$ cat config.mk
export PLATFORM = sky130hd
export DESIGN_NAME = mesh_packet_dedup_filter_unit
export DESIGN_NICKNAME = d
export VERILOG_FILES = /design/src/design/mpdf_pkg.sv /design/src/design/mesh_packet_dedup_filter_unit.sv /design/src/design/mpdf_queue.sv /design/src/design/mpdf_front.sv /design/src/design/mpdf_back.sv
export SDC_FILE = /design/constraint.sdc
export NUM_CORES = 2
export LEC_CHECK = 0
export BUFFER_PORTS_ARGS = -buffer_cell sky130_fd_sc_hd__buf_2
export CORE_ASPECT_RATIO = 1.4
export CORE_MARGIN = 8
export CORE_UTILIZATION = 65
export DETAILED_ROUTE_END_ITERATION = 16
export PLACE_DENSITY = 0.85
export SLEW_MARGIN = 20
export SYNTH_ARGS = -nofsm -noshare
export SYNTH_HDL_FRONTEND = slang
export SYNTH_SLANG_ARGS = --single-unit
$ cat constraint.sdc
create_clock -name clk -period 15.1 [get_ports clk]
set_clock_uncertainty 0.1 [all_clocks]
set_input_delay 2.265 -clock clk [delete_from_list [all_inputs] [get_ports clk]]
set_output_delay 2.265 -clock clk [all_outputs]
set_load 0.05 [all_outputs]
$ cat src/design/mpdf_pkg.sv
// Shared types and constants of the mesh packet duplicate filter.
package mpdf_pkg;

	// Header layout and frame byte counter.
	localparam int HEADER_BYTES = 6;
	localparam int POS_W        = 9;
	localparam int HASH_W       = 32;
	localparam int ADDR_W       = 16;

	// Depth of the job queue between the parser and the cache engine.
	localparam int QUEUE_DEPTH  = 4;
	localparam int QUEUE_PTR_W  = $clog2(QUEUE_DEPTH);
	localparam int QUEUE_CNT_W  = $clog2(QUEUE_DEPTH + 1);

	// Verdict codes.
	localparam logic [2:0] VERDICT_MALFORMED = 3'd0;
	localparam logic [2:0] VERDICT_DUPLICATE = 3'd1;
	localparam logic [2:0] VERDICT_LOCAL     = 3'd2;
	localparam logic [2:0] VERDICT_FORWARD   = 3'd3;
	localparam logic [2:0] VERDICT_OWN_SEND  = 3'd4;

	typedef struct packed {
		logic       command;
		logic [7:0] rx_byte;
		logic       last_byte;
	} in_item_t;

	typedef struct packed {
		logic [2:0]        verdict;
		logic [ADDR_W-1:0] dest_address;
		logic [ADDR_W-1:0] source_address;
		logic [7:0]        channel_offset;
		logic [7:0]        payload_length;
		logic [HASH_W-1:0] msg_hash;
	} out_item_t;

	// Kind of work handed from the parser to the cache engine.
	typedef enum logic [1:0] {
		JOB_FRAME,
		JOB_OWN,
		JOB_MALFORMED
	} job_kind_t;

	typedef struct packed {
		job_kind_t kind;
		logic      is_local;
		out_item_t item;
	} job_t;

	typedef struct packed {
		logic full;
		logic empty;
	} queue_status_t;

endpackage

$ cat src/design/mesh_packet_dedup_filter_unit.sv
// Top level of the mesh packet duplicate filter: node address register and datapath.
//
// Channel  Direction  Handshake          Payload
// in       input      in_valid/in_stall  mpdf_pkg::in_item_t (command, rx_byte, last_byte)
// out      output     out_valid/out_stall mpdf_pkg::out_item_t (verdict and parsed fields)
// cfg      input      cfg_valid/cfg_ready cfg_data, node address
//
// The parser takes one byte or own-send command per cycle while the job queue has room.
// A finished frame is searched for in the cache engine, which reads one ring entry per
// cycle through its single memory read port; an own send or a malformed frame skips
// the search and goes straight to the result. Reset clears the ring through a fill count,
// so no clearing pass is needed. A stalled output holds its result while the parser
// keeps accepting bytes until the queue of four jobs is full.
module mesh_packet_dedup_filter_unit #(
	parameter int CACHE_ENTRIES = 50,
	parameter int MAX_PAYLOAD   = 255
) (
	input  logic                          clk,
	input  logic                          arst_n,
	input  logic                          in_valid,
	output logic                          in_stall,
	input  mpdf_pkg::in_item_t            in_data,
	output logic                          out_valid,
	input  logic                          out_stall,
	output mpdf_pkg::out_item_t           out_data,
	input  logic                          cfg_valid,
	output logic                          cfg_ready,
	input  logic [mpdf_pkg::ADDR_W-1:0]   cfg_data
);

	logic [mpdf_pkg::ADDR_W-1:0] node_address_q;
	logic                        push;
	mpdf_pkg::job_t              push_data;
	logic                        pop;
	mpdf_pkg::job_t              pop_data;
	mpdf_pkg::queue_status_t     q_status;

	// Node address register, always writable.
	assign cfg_ready = 1'b1;

	always_ff @(posedge clk or negedge arst_n) begin
		if (!arst_n) begin
			node_address_q <= 16'h1002;
		end else if (cfg_valid) begin
			node_address_q <= cfg_data;
		end
	end

	mpdf_front #(
		.MAX_PAYLOAD (MAX_PAYLOAD)
	) u_front (
		.clk          (clk),
		.arst_n       (arst_n),
		.in_valid     (in_valid),
		.in_stall     (in_stall),
		.in_data      (in_data),
		.node_address (node_address_q),
		.push         (push),
		.push_data    (push_data),
		.q_status     (q_status)
	);

	mpdf_queue u_queue (
		.clk       (clk),
		.arst_n    (arst_n),
		.push      (push),
		.push_data (push_data),
		.pop       (pop),
		.pop_data  (pop_data),
		.status    (q_status)
	);

	mpdf_back #(
		.CACHE_ENTRIES (CACHE_ENTRIES)
	) u_back (
		.clk       (clk),
		.arst_n    (arst_n),
		.pop       (pop),
		.pop_data  (pop_data),
		.q_status  (q_status),
		.out_valid (out_valid),
		.out_stall (out_stall),
		.out_data  (out_data)
	);

endmodule

$ cat src/design/mpdf_queue.sv
// Short job queue that decouples the frame parser from the cache engine.
module mpdf_queue (
	input  logic                   clk,
	input  logic                   arst_n,
	input  logic                   push,
	input  mpdf_pkg::job_t         push_data,
	input  logic                   pop,
	output mpdf_pkg::job_t         pop_data,
	output mpdf_pkg::queue_status_t status
);

	mpdf_pkg::job_t                        slot_q [mpdf_pkg::QUEUE_DEPTH];
	logic [mpdf_pkg::QUEUE_PTR_W-1:0]      wr_ptr_q;
	logic [mpdf_pkg::QUEUE_PTR_W-1:0]      rd_ptr_q;
	logic [mpdf_pkg::QUEUE_CNT_W-1:0]      count_q;
	logic                                  do_push;
	logic                                  do_pop;

	// Pushes are refused when full, pops when empty.
	assign status.full  = (count_q == mpdf_pkg::QUEUE_CNT_W'(mpdf_pkg::QUEUE_DEPTH));
	assign status.empty = (count_q == '0);
	assign do_push      = push && !status.full;
	assign do_pop       = pop && !status.empty;
	assign pop_data     = slot_q[rd_ptr_q];

	// Storage slots.
	always_ff @(posedge clk) begin
		if (do_push) begin
			slot_q[wr_ptr_q] <= push_data;
		end
	end

	// Pointers and occupancy.
	always_ff @(posedge clk or negedge arst_n) begin
		if (!arst_n) begin
			wr_ptr_q <= '0;
			rd_ptr_q <= '0;
			count_q  <= '0;
		end else begin
			if (do_push) begin
				wr_ptr_q <= wr_ptr_q + 1'b1;
			end
			if (do_pop) begin
				rd_ptr_q <= rd_ptr_q + 1'b1;
			end
			if (do_push && !do_pop) begin
				count_q <= count_q + 1'b1;
			end else if (do_pop && !do_push) begin
				count_q <= count_q - 1'b1;
			end
		end
	end

endmodule

$ cat src/design/mpdf_front.sv
// Frame parser: collects header bytes, runs the payload hash and issues jobs.
module mpdf_front #(
	parameter int MAX_PAYLOAD = 255
) (
	input  logic                            clk,
	input  logic                            arst_n,
	input  logic                            in_valid,
	output logic                            in_stall,
	input  mpdf_pkg::in_item_t              in_data,
	input  logic [mpdf_pkg::ADDR_W-1:0]     node_address,
	output logic                            push,
	output mpdf_pkg::job_t                  push_data,
	input  mpdf_pkg::queue_status_t         q_status
);

	localparam logic [mpdf_pkg::POS_W-1:0] POS_LIMIT =
		mpdf_pkg::POS_W'(mpdf_pkg::HEADER_BYTES + MAX_PAYLOAD);
	localparam logic [mpdf_pkg::POS_W-1:0] POS_HEADER =
		mpdf_pkg::POS_W'(mpdf_pkg::HEADER_BYTES);

	logic [mpdf_pkg::POS_W-1:0]  pos_q, pos_n;
	logic [mpdf_pkg::HASH_W-1:0] hash_q, hash_n;
	logic [mpdf_pkg::ADDR_W-1:0] dest_q, dest_n;
	logic [mpdf_pkg::ADDR_W-1:0] src_q, src_n;
	logic [7:0]                  offset_q, offset_n;
	logic [mpdf_pkg::ADDR_W-1:0] own_cnt_q;
	logic                        accept;

	// Every transaction may produce a job, so a full queue holds the input.
	assign in_stall = q_status.full;
	assign accept   = in_valid && !q_status.full;
	assign push     = accept && (in_data.command || in_data.last_byte);

	// Next frame state for a received byte.
	always_comb begin
		pos_n    = pos_q;
		hash_n   = hash_q;
		dest_n   = dest_q;
		src_n    = src_q;
		offset_n = offset_q;
		case (pos_q)
			mpdf_pkg::POS_W'(0): dest_n = {in_data.rx_byte, 8'h00};
			mpdf_pkg::POS_W'(1): dest_n = {dest_q[15:8], in_data.rx_byte};
			mpdf_pkg::POS_W'(2): offset_n = in_data.rx_byte;
			mpdf_pkg::POS_W'(3): src_n = {in_data.rx_byte, 8'h00};
			mpdf_pkg::POS_W'(4): begin
				src_n  = {src_q[15:8], in_data.rx_byte};
				hash_n = {16'h0000, src_q[15:8], in_data.rx_byte};
			end
			mpdf_pkg::POS_W'(5): begin
				hash_n = hash_q;
			end
			default: begin
				// hash * 31 + byte, as a shift and subtract.
				if (pos_q < POS_LIMIT) begin
					hash_n = (hash_q << 5) - hash_q + {24'h000000, in_data.rx_byte};
				end
			end
		endcase
		if (pos_q < POS_LIMIT) begin
			pos_n = pos_q + 1'b1;
		end
	end

	// Job contents for an own send or a finished frame.
	always_comb begin
		push_data = '0;
		if (in_data.command) begin
			push_data.kind                = mpdf_pkg::JOB_OWN;
			push_data.item.source_address = node_address;
			push_data.item.msg_hash       = {own_cnt_q, node_address};
		end else if (pos_n < POS_HEADER) begin
			push_data.kind = mpdf_pkg::JOB_MALFORMED;
		end else begin
			push_data.kind                = mpdf_pkg::JOB_FRAME;
			push_data.is_local            = (dest_n == node_address);
			push_data.item.dest_address   = dest_n;
			push_data.item.source_address = src_n;
			push_data.item.channel_offset = offset_n;
			push_data.item.payload_length = 8'(pos_n - POS_HEADER);
			push_data.item.msg_hash       = hash_n;
		end
	end

	// Frame state and own message counter.
	always_ff @(posedge clk or negedge arst_n) begin
		if (!arst_n) begin
			pos_q     <= '0;
			hash_q    <= '0;
			dest_q    <= '0;
			src_q     <= '0;
			offset_q  <= '0;
			own_cnt_q <= '0;
		end else if (accept) begin
			if (in_data.command) begin
				own_cnt_q <= own_cnt_q + 1'b1;
			end else if (in_data.last_byte) begin
				pos_q    <= '0;
				hash_q   <= '0;
				dest_q   <= '0;
				src_q    <= '0;
				offset_q <= '0;
			end else begin
				pos_q    <= pos_n;
				hash_q   <= hash_n;
				dest_q   <= dest_n;
				src_q    <= src_n;
				offset_q <= offset_n;
			end
		end
	end

endmodule

$ cat src/design/mpdf_back.sv
// Cache engine: searches the ring of recent hashes, inserts misses and own sends, drives results.
module mpdf_back #(
	parameter int CACHE_ENTRIES = 50
) (
	input  logic                     clk,
	input  logic                     arst_n,
	output logic                     pop,
	input  mpdf_pkg::job_t           pop_data,
	input  mpdf_pkg::queue_status_t  q_status,
	output logic                     out_valid,
	input  logic                     out_stall,
	output mpdf_pkg::out_item_t      out_data
);

	localparam int IDX_W  = (CACHE_ENTRIES > 1) ? $clog2(CACHE_ENTRIES) : 1;
	localparam int FILL_W = $clog2(CACHE_ENTRIES + 1);
	localparam logic [IDX_W-1:0]  LAST_IDX = IDX_W'(CACHE_ENTRIES - 1);
	localparam logic [FILL_W-1:0] FULL_FILL = FILL_W'(CACHE_ENTRIES);

	typedef enum logic [1:0] {
		ST_IDLE,
		ST_SEARCH,
		ST_EMIT
	} state_t;

	state_t                       state_q;
	mpdf_pkg::job_t               job_q;
	logic                         hit_q;
	logic [IDX_W-1:0]             search_idx_q;
	logic [IDX_W-1:0]             cmp_idx_s1;
	logic                         cmp_live_s1;
	logic [mpdf_pkg::HASH_W-1:0]  rd_data_s1;
	logic [IDX_W-1:0]             ins_pos_q;
	logic [FILL_W-1:0]            fill_q;
	logic                         out_valid_q;
	mpdf_pkg::out_item_t          out_q;
	logic [mpdf_pkg::HASH_W-1:0]  ring_mem [CACHE_ENTRIES];

	logic                         out_free;
	logic                         do_insert;
	logic [mpdf_pkg::HASH_W-1:0]  entry_value;
	logic                         entry_hit;
	mpdf_pkg::out_item_t          emit_item;

	assign out_valid = out_valid_q;
	assign out_data  = out_q;
	assign out_free  = !out_valid_q || !out_stall;
	assign pop       = (state_q == ST_IDLE) && !q_status.empty;

	// Entries not yet written since reset read as zero.
	assign entry_value = (FILL_W'(cmp_idx_s1) < fill_q) ? rd_data_s1 : '0;
	assign entry_hit   = cmp_live_s1 && (entry_value == job_q.item.msg_hash);

	// A miss of a valid frame and every own send enter the ring.
	assign do_insert = (state_q == ST_EMIT) && out_free &&
		((job_q.kind == mpdf_pkg::JOB_OWN) ||
		 ((job_q.kind == mpdf_pkg::JOB_FRAME) && !hit_q));

	// Result contents with the verdict for the current job.
	always_comb begin
		emit_item = job_q.item;
		case (job_q.kind)
			mpdf_pkg::JOB_OWN: emit_item.verdict = mpdf_pkg::VERDICT_OWN_SEND;
			mpdf_pkg::JOB_FRAME: begin
				if (hit_q) begin
					emit_item.verdict = mpdf_pkg::VERDICT_DUPLICATE;
				end else if (job_q.is_local) begin
					emit_item.verdict = mpdf_pkg::VERDICT_LOCAL;
				end else begin
					emit_item.verdict = mpdf_pkg::VERDICT_FORWARD;
				end
			end
			default: emit_item.verdict = mpdf_pkg::VERDICT_MALFORMED;
		endcase
	end

	// Hash ring: one write port at the insert position, one registered read port.
	always_ff @(posedge clk) begin
		if (do_insert) begin
			ring_mem[ins_pos_q] <= job_q.item.msg_hash;
		end
		rd_data_s1 <= ring_mem[search_idx_q];
	end

	// Job sequencer with the result register.
	always_ff @(posedge clk or negedge arst_n) begin
		if (!arst_n) begin
			state_q      <= ST_IDLE;
			out_valid_q  <= 1'b0;
			ins_pos_q    <= '0;
			fill_q       <= '0;
			cmp_live_s1  <= 1'b0;
			search_idx_q <= '0;
			cmp_idx_s1   <= '0;
			hit_q        <= 1'b0;
			job_q        <= '0;
			out_q        <= '0;
		end else begin
			if ((state_q == ST_EMIT) && out_free) begin
				out_valid_q <= 1'b1;
			end else if (!out_stall) begin
				out_valid_q <= 1'b0;
			end
			unique case (state_q)
				ST_IDLE: begin
					if (!q_status.empty) begin
						job_q        <= pop_data;
						hit_q        <= 1'b0;
						search_idx_q <= '0;
						cmp_live_s1  <= 1'b0;
						if (pop_data.kind == mpdf_pkg::JOB_FRAME) begin
							state_q <= ST_SEARCH;
						end else begin
							state_q <= ST_EMIT;
						end
					end
				end
				ST_SEARCH: begin
					// Read one entry a cycle; compare the one read the cycle before.
					cmp_live_s1 <= 1'b1;
					cmp_idx_s1  <= search_idx_q;
					if (search_idx_q != LAST_IDX) begin
						search_idx_q <= search_idx_q + 1'b1;
					end
					if (entry_hit) begin
						hit_q   <= 1'b1;
						state_q <= ST_EMIT;
					end else if (cmp_live_s1 && (cmp_idx_s1 == LAST_IDX)) begin
						state_q <= ST_EMIT;
					end
				end
				ST_EMIT: begin
					if (out_free) begin
						out_q <= emit_item;
						if (do_insert) begin
							ins_pos_q <= (ins_pos_q == LAST_IDX) ? '0 : ins_pos_q + 1'b1;
							if (fill_q != FULL_FILL) begin
								fill_q <= fill_q + 1'b1;
							end
						end
						state_q <= ST_IDLE;
					end
				end
				default: state_q <= ST_IDLE;
			endcase
		end
	end

endmodule

# Word-level counts from Yosys, hierarchy flattened
# Memories as Yosys holds them, arrays and structs flattened. A register that Yosys moved wholly into a read port is not among the register bits.
# Index checks and enable logic that the tools add are counted.
# Widths: inputs -> output; s select.
# word_totals
n_memories	2
output_inout_bits	86
inputBits	31
regBits	315
word_cells	157
mem_bits_rw	1932
# mem_list
memory	words	width	rd	rd_ports_with_merged_regs	write_ports	line	source
u_back.ring_mem	50	32	1	1	1	mpdf_back.sv:37	logic [mpdf_pkg::HASH_W-1:0] ring_mem [CACHE_ENTRIES];
u_queue.slot_q	4	83	1	0	1	mpdf_queue.sv:12	mpdf_pkg::job_t slot_q [mpdf_pkg::QUEUE_DEPTH];
# classes
add_sub_neg	12
order_cmp	3
mux	46
n_reduce_logical	40
n_eq_ne	21
n_bitwise	2
# ops
cell	n
$mux 32	4
$mux 16	5
$mux 80	1
$pmux 16 s2	2
$pmux 32 s2	1
$add 32x8->32	1
$eq 32x32->1	1
$sub 32x32->32	1
$add 6x1->6 const B	3
$eq 9x2->1 const B	2
$eq 9x3->1 const B	2
$mux 6	3
$mux 9	2
$add 16x1->16 const B	1
$eq 16x16->1	1
$mux 8	2
$mux 2	7
$eq 6x6->1 const B	2
$logic_and 1x1->1	12
$ne 6x6->1 const B	2
$pmux 6 s2	1
$reduce_and 3->1	4
$mux 1	11
$reduce_and 2->1	5
28 further kinds	48

# Depth between registers and ports, before layout
# logic_depth
ltp_word	9
mapped_depth	15
ltp_nobuf	14

# Cells and area by module
# A second synthesis with hierarchy kept.
# hier_totals
cells_unflattened	4607
area_unflattened_um2	91078.6
# modules_own_cells
module	cells_each	instances	area_per_inst_um2	seq_area_each_um2
mpdf_back	3152	1	69721.9	53566.4
mpdf_queue	486	1	12824.8	10505.1
mpdf_front	933	1	7868.8	2427.3
mesh_packet_dedup_filter_unit	36	1	663.1	402.9

# Least setup slack after synthesis
# No wires, ideal clock.
# synth_timing
path_kind	in2reg
startpoint	in out_stall
endpoint	mem u_back.ring_mem[24][0] (netlist name), enable pin
arrival_time_ps	6704
setup_ps	503
stages	5
n_path_buf	0
setup_slack_ps	7793
t_required_ps	14497
cell_sequence	nand2_1 > nand3b_1 > a211oi_1 > nand4b_1 > nor4_1
# synth_between
elab_chain_cells	6
# synth_lines
item	line	source
from (decl)	mesh_packet_dedup_filter_unit.sv:24	input logic out_stall,
$logic_not 1->1	mpdf_back.sv:47	assign out_free = !out_valid_q || !out_stall;
$logic_or 1x1->1	mpdf_back.sv:47	
$logic_and 1x1->1 (2 in a row)	mpdf_back.sv:55	assign do_insert = (state_q == ST_EMIT) && out_free &&
$mux 1	mpdf_back.sv:79	if (do_insert) begin
$mux 1 (implied by the code)	mpdf_back.sv:80	ring_mem[ins_pos_q] <= job_q.item.msg_hash;
to (decl)	mpdf_back.sv:37	
# Every way passes these cells.

==> run_results.csv <==
group,metric,value,unit
clock_tree,worst_skew_pair.late_latency,0.85,ns
layout,stdcell_count,6898,
place,detailedPlace.worstSlack,8.77,ns
layout,utilization,72.6,%
timing,worst_pin_slew,1.23,ns
power,p_int,13.2,mW
timing,slew_headroom,17.4,%
timing,max_freq,179,MHz
timing,rsz0062_at_grt,"false",
layout,nets,5028,
floorplan,initial_core_util,65.4,%
power,seq_power_share,44.0,%
layout,nFillCells,7394,
synthesis,netlist_area,90900,um2
detailed_routing,drtPass1Iterations,9,
clock_tree,cts_setup_buffers,0,
timing,fin_tns_setup,0,ns
layout,synthToLayoutAreaGrowth,11.1,%
worst_setup_path,arrival,6.05,ns
layout,fin_area,101000,um2
synthesis,ys_seq_elements,2279,
detailed_routing,drtAntennaViolNets,0,
worst_setup_path,critPathKind,"primary input to register",
grt,grt_usage,32.4,%
worst_setup_path,end_kind,"register",
clock_tree,numCtsBuffers,195,
clock_tree,cts_max_path_buffers,3,
clock_tree,cts_resized,0,
power,p_leak,33.7,nW
worst_hold_path,hp-class,"register to register",
power,finalPower,20.0,mW
clock_tree,cts_hold_buf,0,
grt,antenna_found_initial,12,
layout,most-common-layout-cells,"edfxtp_1 (1932), mux4_2 (595), nand2_1 (424)",
floorplan,core,139000,um2
timing,period_minus_slack,5.58,ns
grt,grt_pass1_vias,51000,
clock_tree,numClockSinks,2279,
power,vdd_drop_max,175,uV
synthesis,syn-num-nets,4849,
timing,setup_viol,0,
power,combPwrFrac,29.9,%
place,dpl.cell_count,6509,
grt,grt_start_max_net_pins,144,
power,power_density,198,nW/um2
synthesis,synth-seq-area-share,73.2,%
place,hpwl,137,mm
timing,period_share,36.9,%
grt,grt_overflow_total,0,
synthesis,ys_types,84,
detailed_routing,drc,0,
timing,post-route-worst-setup-slack,9.52,ns
power,switchingPower,6.86,mW
worst_setup_path,worstPathRequired,15.58,ns
floorplan,die_h,458,um
grt,grt_pass1_wl,358,mm
job,maxCapViolations,0,
detailed_routing,vias,50400,
timing,finalHoldViolations,0,
power,netSwitchingFraction,34.2,%
synthesis,yosys_warnings,0,
floorplan,dieArea,152000,um2
synthesis,avgSynthCellArea,19.2,um2
place,io_buffers,115,
place,place_area,94100,um2
synthesis,synth-main-ff-cell,"edfxtp_1",
floorplan,io_pins,117,
worst_setup_path,worstRegToRegCells,6,
worst_setup_path,cp-start-kind,"primary input",
power,p_clk_share,26.1,%
synthesis,synthArstFlopShare,13.8,%
detailed_routing,wire_per_inst,36.5,um
detailed_routing,drtIter0Drc,7154,
clock_tree,clk_pin_slew_worst_paths,0.06,ns
layout,final_common_cell,"edfxtp_1",
clock_tree,cts_root_buffer,"clkbuf_16",
place,gp_congestion,0.941,
floorplan,die_x,332,um
run_status,status,"complete, no violations",
synthesis,synth-edff-count,1932,
detailed_routing,routed_wl,252,mm
timing,whs,0.374,ns
worst_setup_path,crit_path_max_fanout,11,
clock_tree,h-tree-depth,4,
timing,drv_slew,0,
layout,layout-drive-gt1-share,26.6,%
worst_hold_path,holdPathStages,2,
detailed_routing,drt-vias-per-instance,7.31,
synthesis,syn_inst,4733,
floorplan,rows,162,
clock_tree,cts_tree,"done",
[path summary, 6_finish.rpt]
path | from | slack, ns | endpoint
setup / recovery | in_data[1] | 9.52 | u_queue.slot_q[3][27]
setup reg to reg | u_back.search_idx_q[0] | 9.63 | u_back.rd_data_s1[11]
max in group asynchronous | arst_n | 11.27 | u_back.emit_item[29]
hold / removal | u_back.emit_item[48] | 0.37 | u_back.emit_item[48]
hold reg to reg | u_back.emit_item[48] | 0.37 | u_back.emit_item[48]
min in group asynchronous | arst_n | 1.37 | u_back.out_data[10]
[cell families (layout without fill, tap and decap cells)]
kind of cell | Yosys count | count (layout) | share of synthesized area, %
other | 1 | 10 | 0.00413
adders and majority gates | 85 | 85 | 1.21
muxes | 730 | 730 | 16.4
and+or+nand+nor | 760 | 760 | 3.68
DFF | 2279 | 2279 | 73.2
buffers and inverters | 333 | 685 | 1.41
xor gates and xnor gates | 95 | 95 | 0.915
AOI/OAI and AO/OA | 450 | 450 | 3.17
[sequential cells by signal, indices dropped and copies added, names as in the netlist, 6 cells and up]
name                 flops
u_front.dest_q          16
u_back.ring_mem       1600
u_front.offset_q         8
u_front.hash_q          32
u_front.pos_q            9
u_queue.slot_q         332
u_back.ins_pos_q         6
node_address_q          16
u_back.rd_data_s1       32
u_back.fill_q            6
u_front.src_q           16
u_back.search_idx_q      6
u_back.out_data         83
u_back.emit_item        80
u_back.cmp_idx_s1        6
u_front.own_cnt_q       16
[cell usage after synthesis (11+ instances only)]
master / instances / area (um2)
mux2_2: 123 / 1390
mux4_2: 595 / 13400
a22oi_1: 63 / 473
buf_1: 58 / 218
mux2i_1: 12 / 120
ha_1: 80 / 1000
inv_1: 75 / 282
nand4_1: 14 / 87.6
a31oi_1: 12 / 75.1
nor4_1: 11 / 68.8
dfrtp_1: 313 / 7830
xnor2_1: 59 / 517
nor2b_1: 11 / 68.8
o22ai_1: 23 / 144
clkbuf_1: 179 / 672
nand2_1: 424 / 1590
a21oi_1: 70 / 350
dfxtp_1: 32 / 641
and2_1: 13 / 81.3
nor3_1: 32 / 160
edfxtp_1: 1932 / 58000
xor2_1: 36 / 315
a211oi_1: 11 / 82.6
a21o_1: 18 / 135
buf_2: 16 / 80.1
nand3_1: 42 / 210
o21ai_0: 154 / 771
nor2_1: 147 / 552
[power groups by stage]
stage               clock [mW]  combinational [mW]  sequential [mW]
global route              5.45                6.30             8.85
detailed placement           0                5.74             8.88
global placement             0                5.56             8.83
finish                    5.23                5.99             8.82
floorplan                    0                3.34             9.30
CTS                       5.23                5.90             8.78
[critical path: stages]
cell,delay [ns]
buf_2,0.21
inv_1,0.07
ha_1,0.19
inv_1,0.06
ha_1,0.17
inv_1,0.06
fa_1,0.45
nand2b_1,0.19
a21oi_1,0.37
o21ai_0,0.30
a31oi_1,0.54
a21boi_0,0.26
o21ai_0,0.32
a211oi_1,0.14
nor3_1,0.43
[per-layer routing]
layer / vias up / wire (um) / global-route usage [%]
met1: 25800 / 80000 / 38.5
met3: 1060 / 23900 / 6.22
met2: 4162 / 129000 / 56.0
met5: - / 34 / 0
li1: 19400 / - / -
met4: 6 / 18600 / 17.8
[area by class of cell]
class / instances / area (um2) / area share (%)
multi-input combinational: 2121 / 23500 / 23.2
antenna: 9 / 22.5 / 0.0223
sequential: 2279 / 66600 / 65.9
tap: 1804 / 2260 / 2.24
timing repair buffer: 238 / 1800 / 1.78
inverter: 77 / 290 / 0.287
clock inverter: 108 / 1140 / 1.13
clock buffer: 262 / 5430 / 5.38
Note: power is estimated with default switching activity, not from simulation.
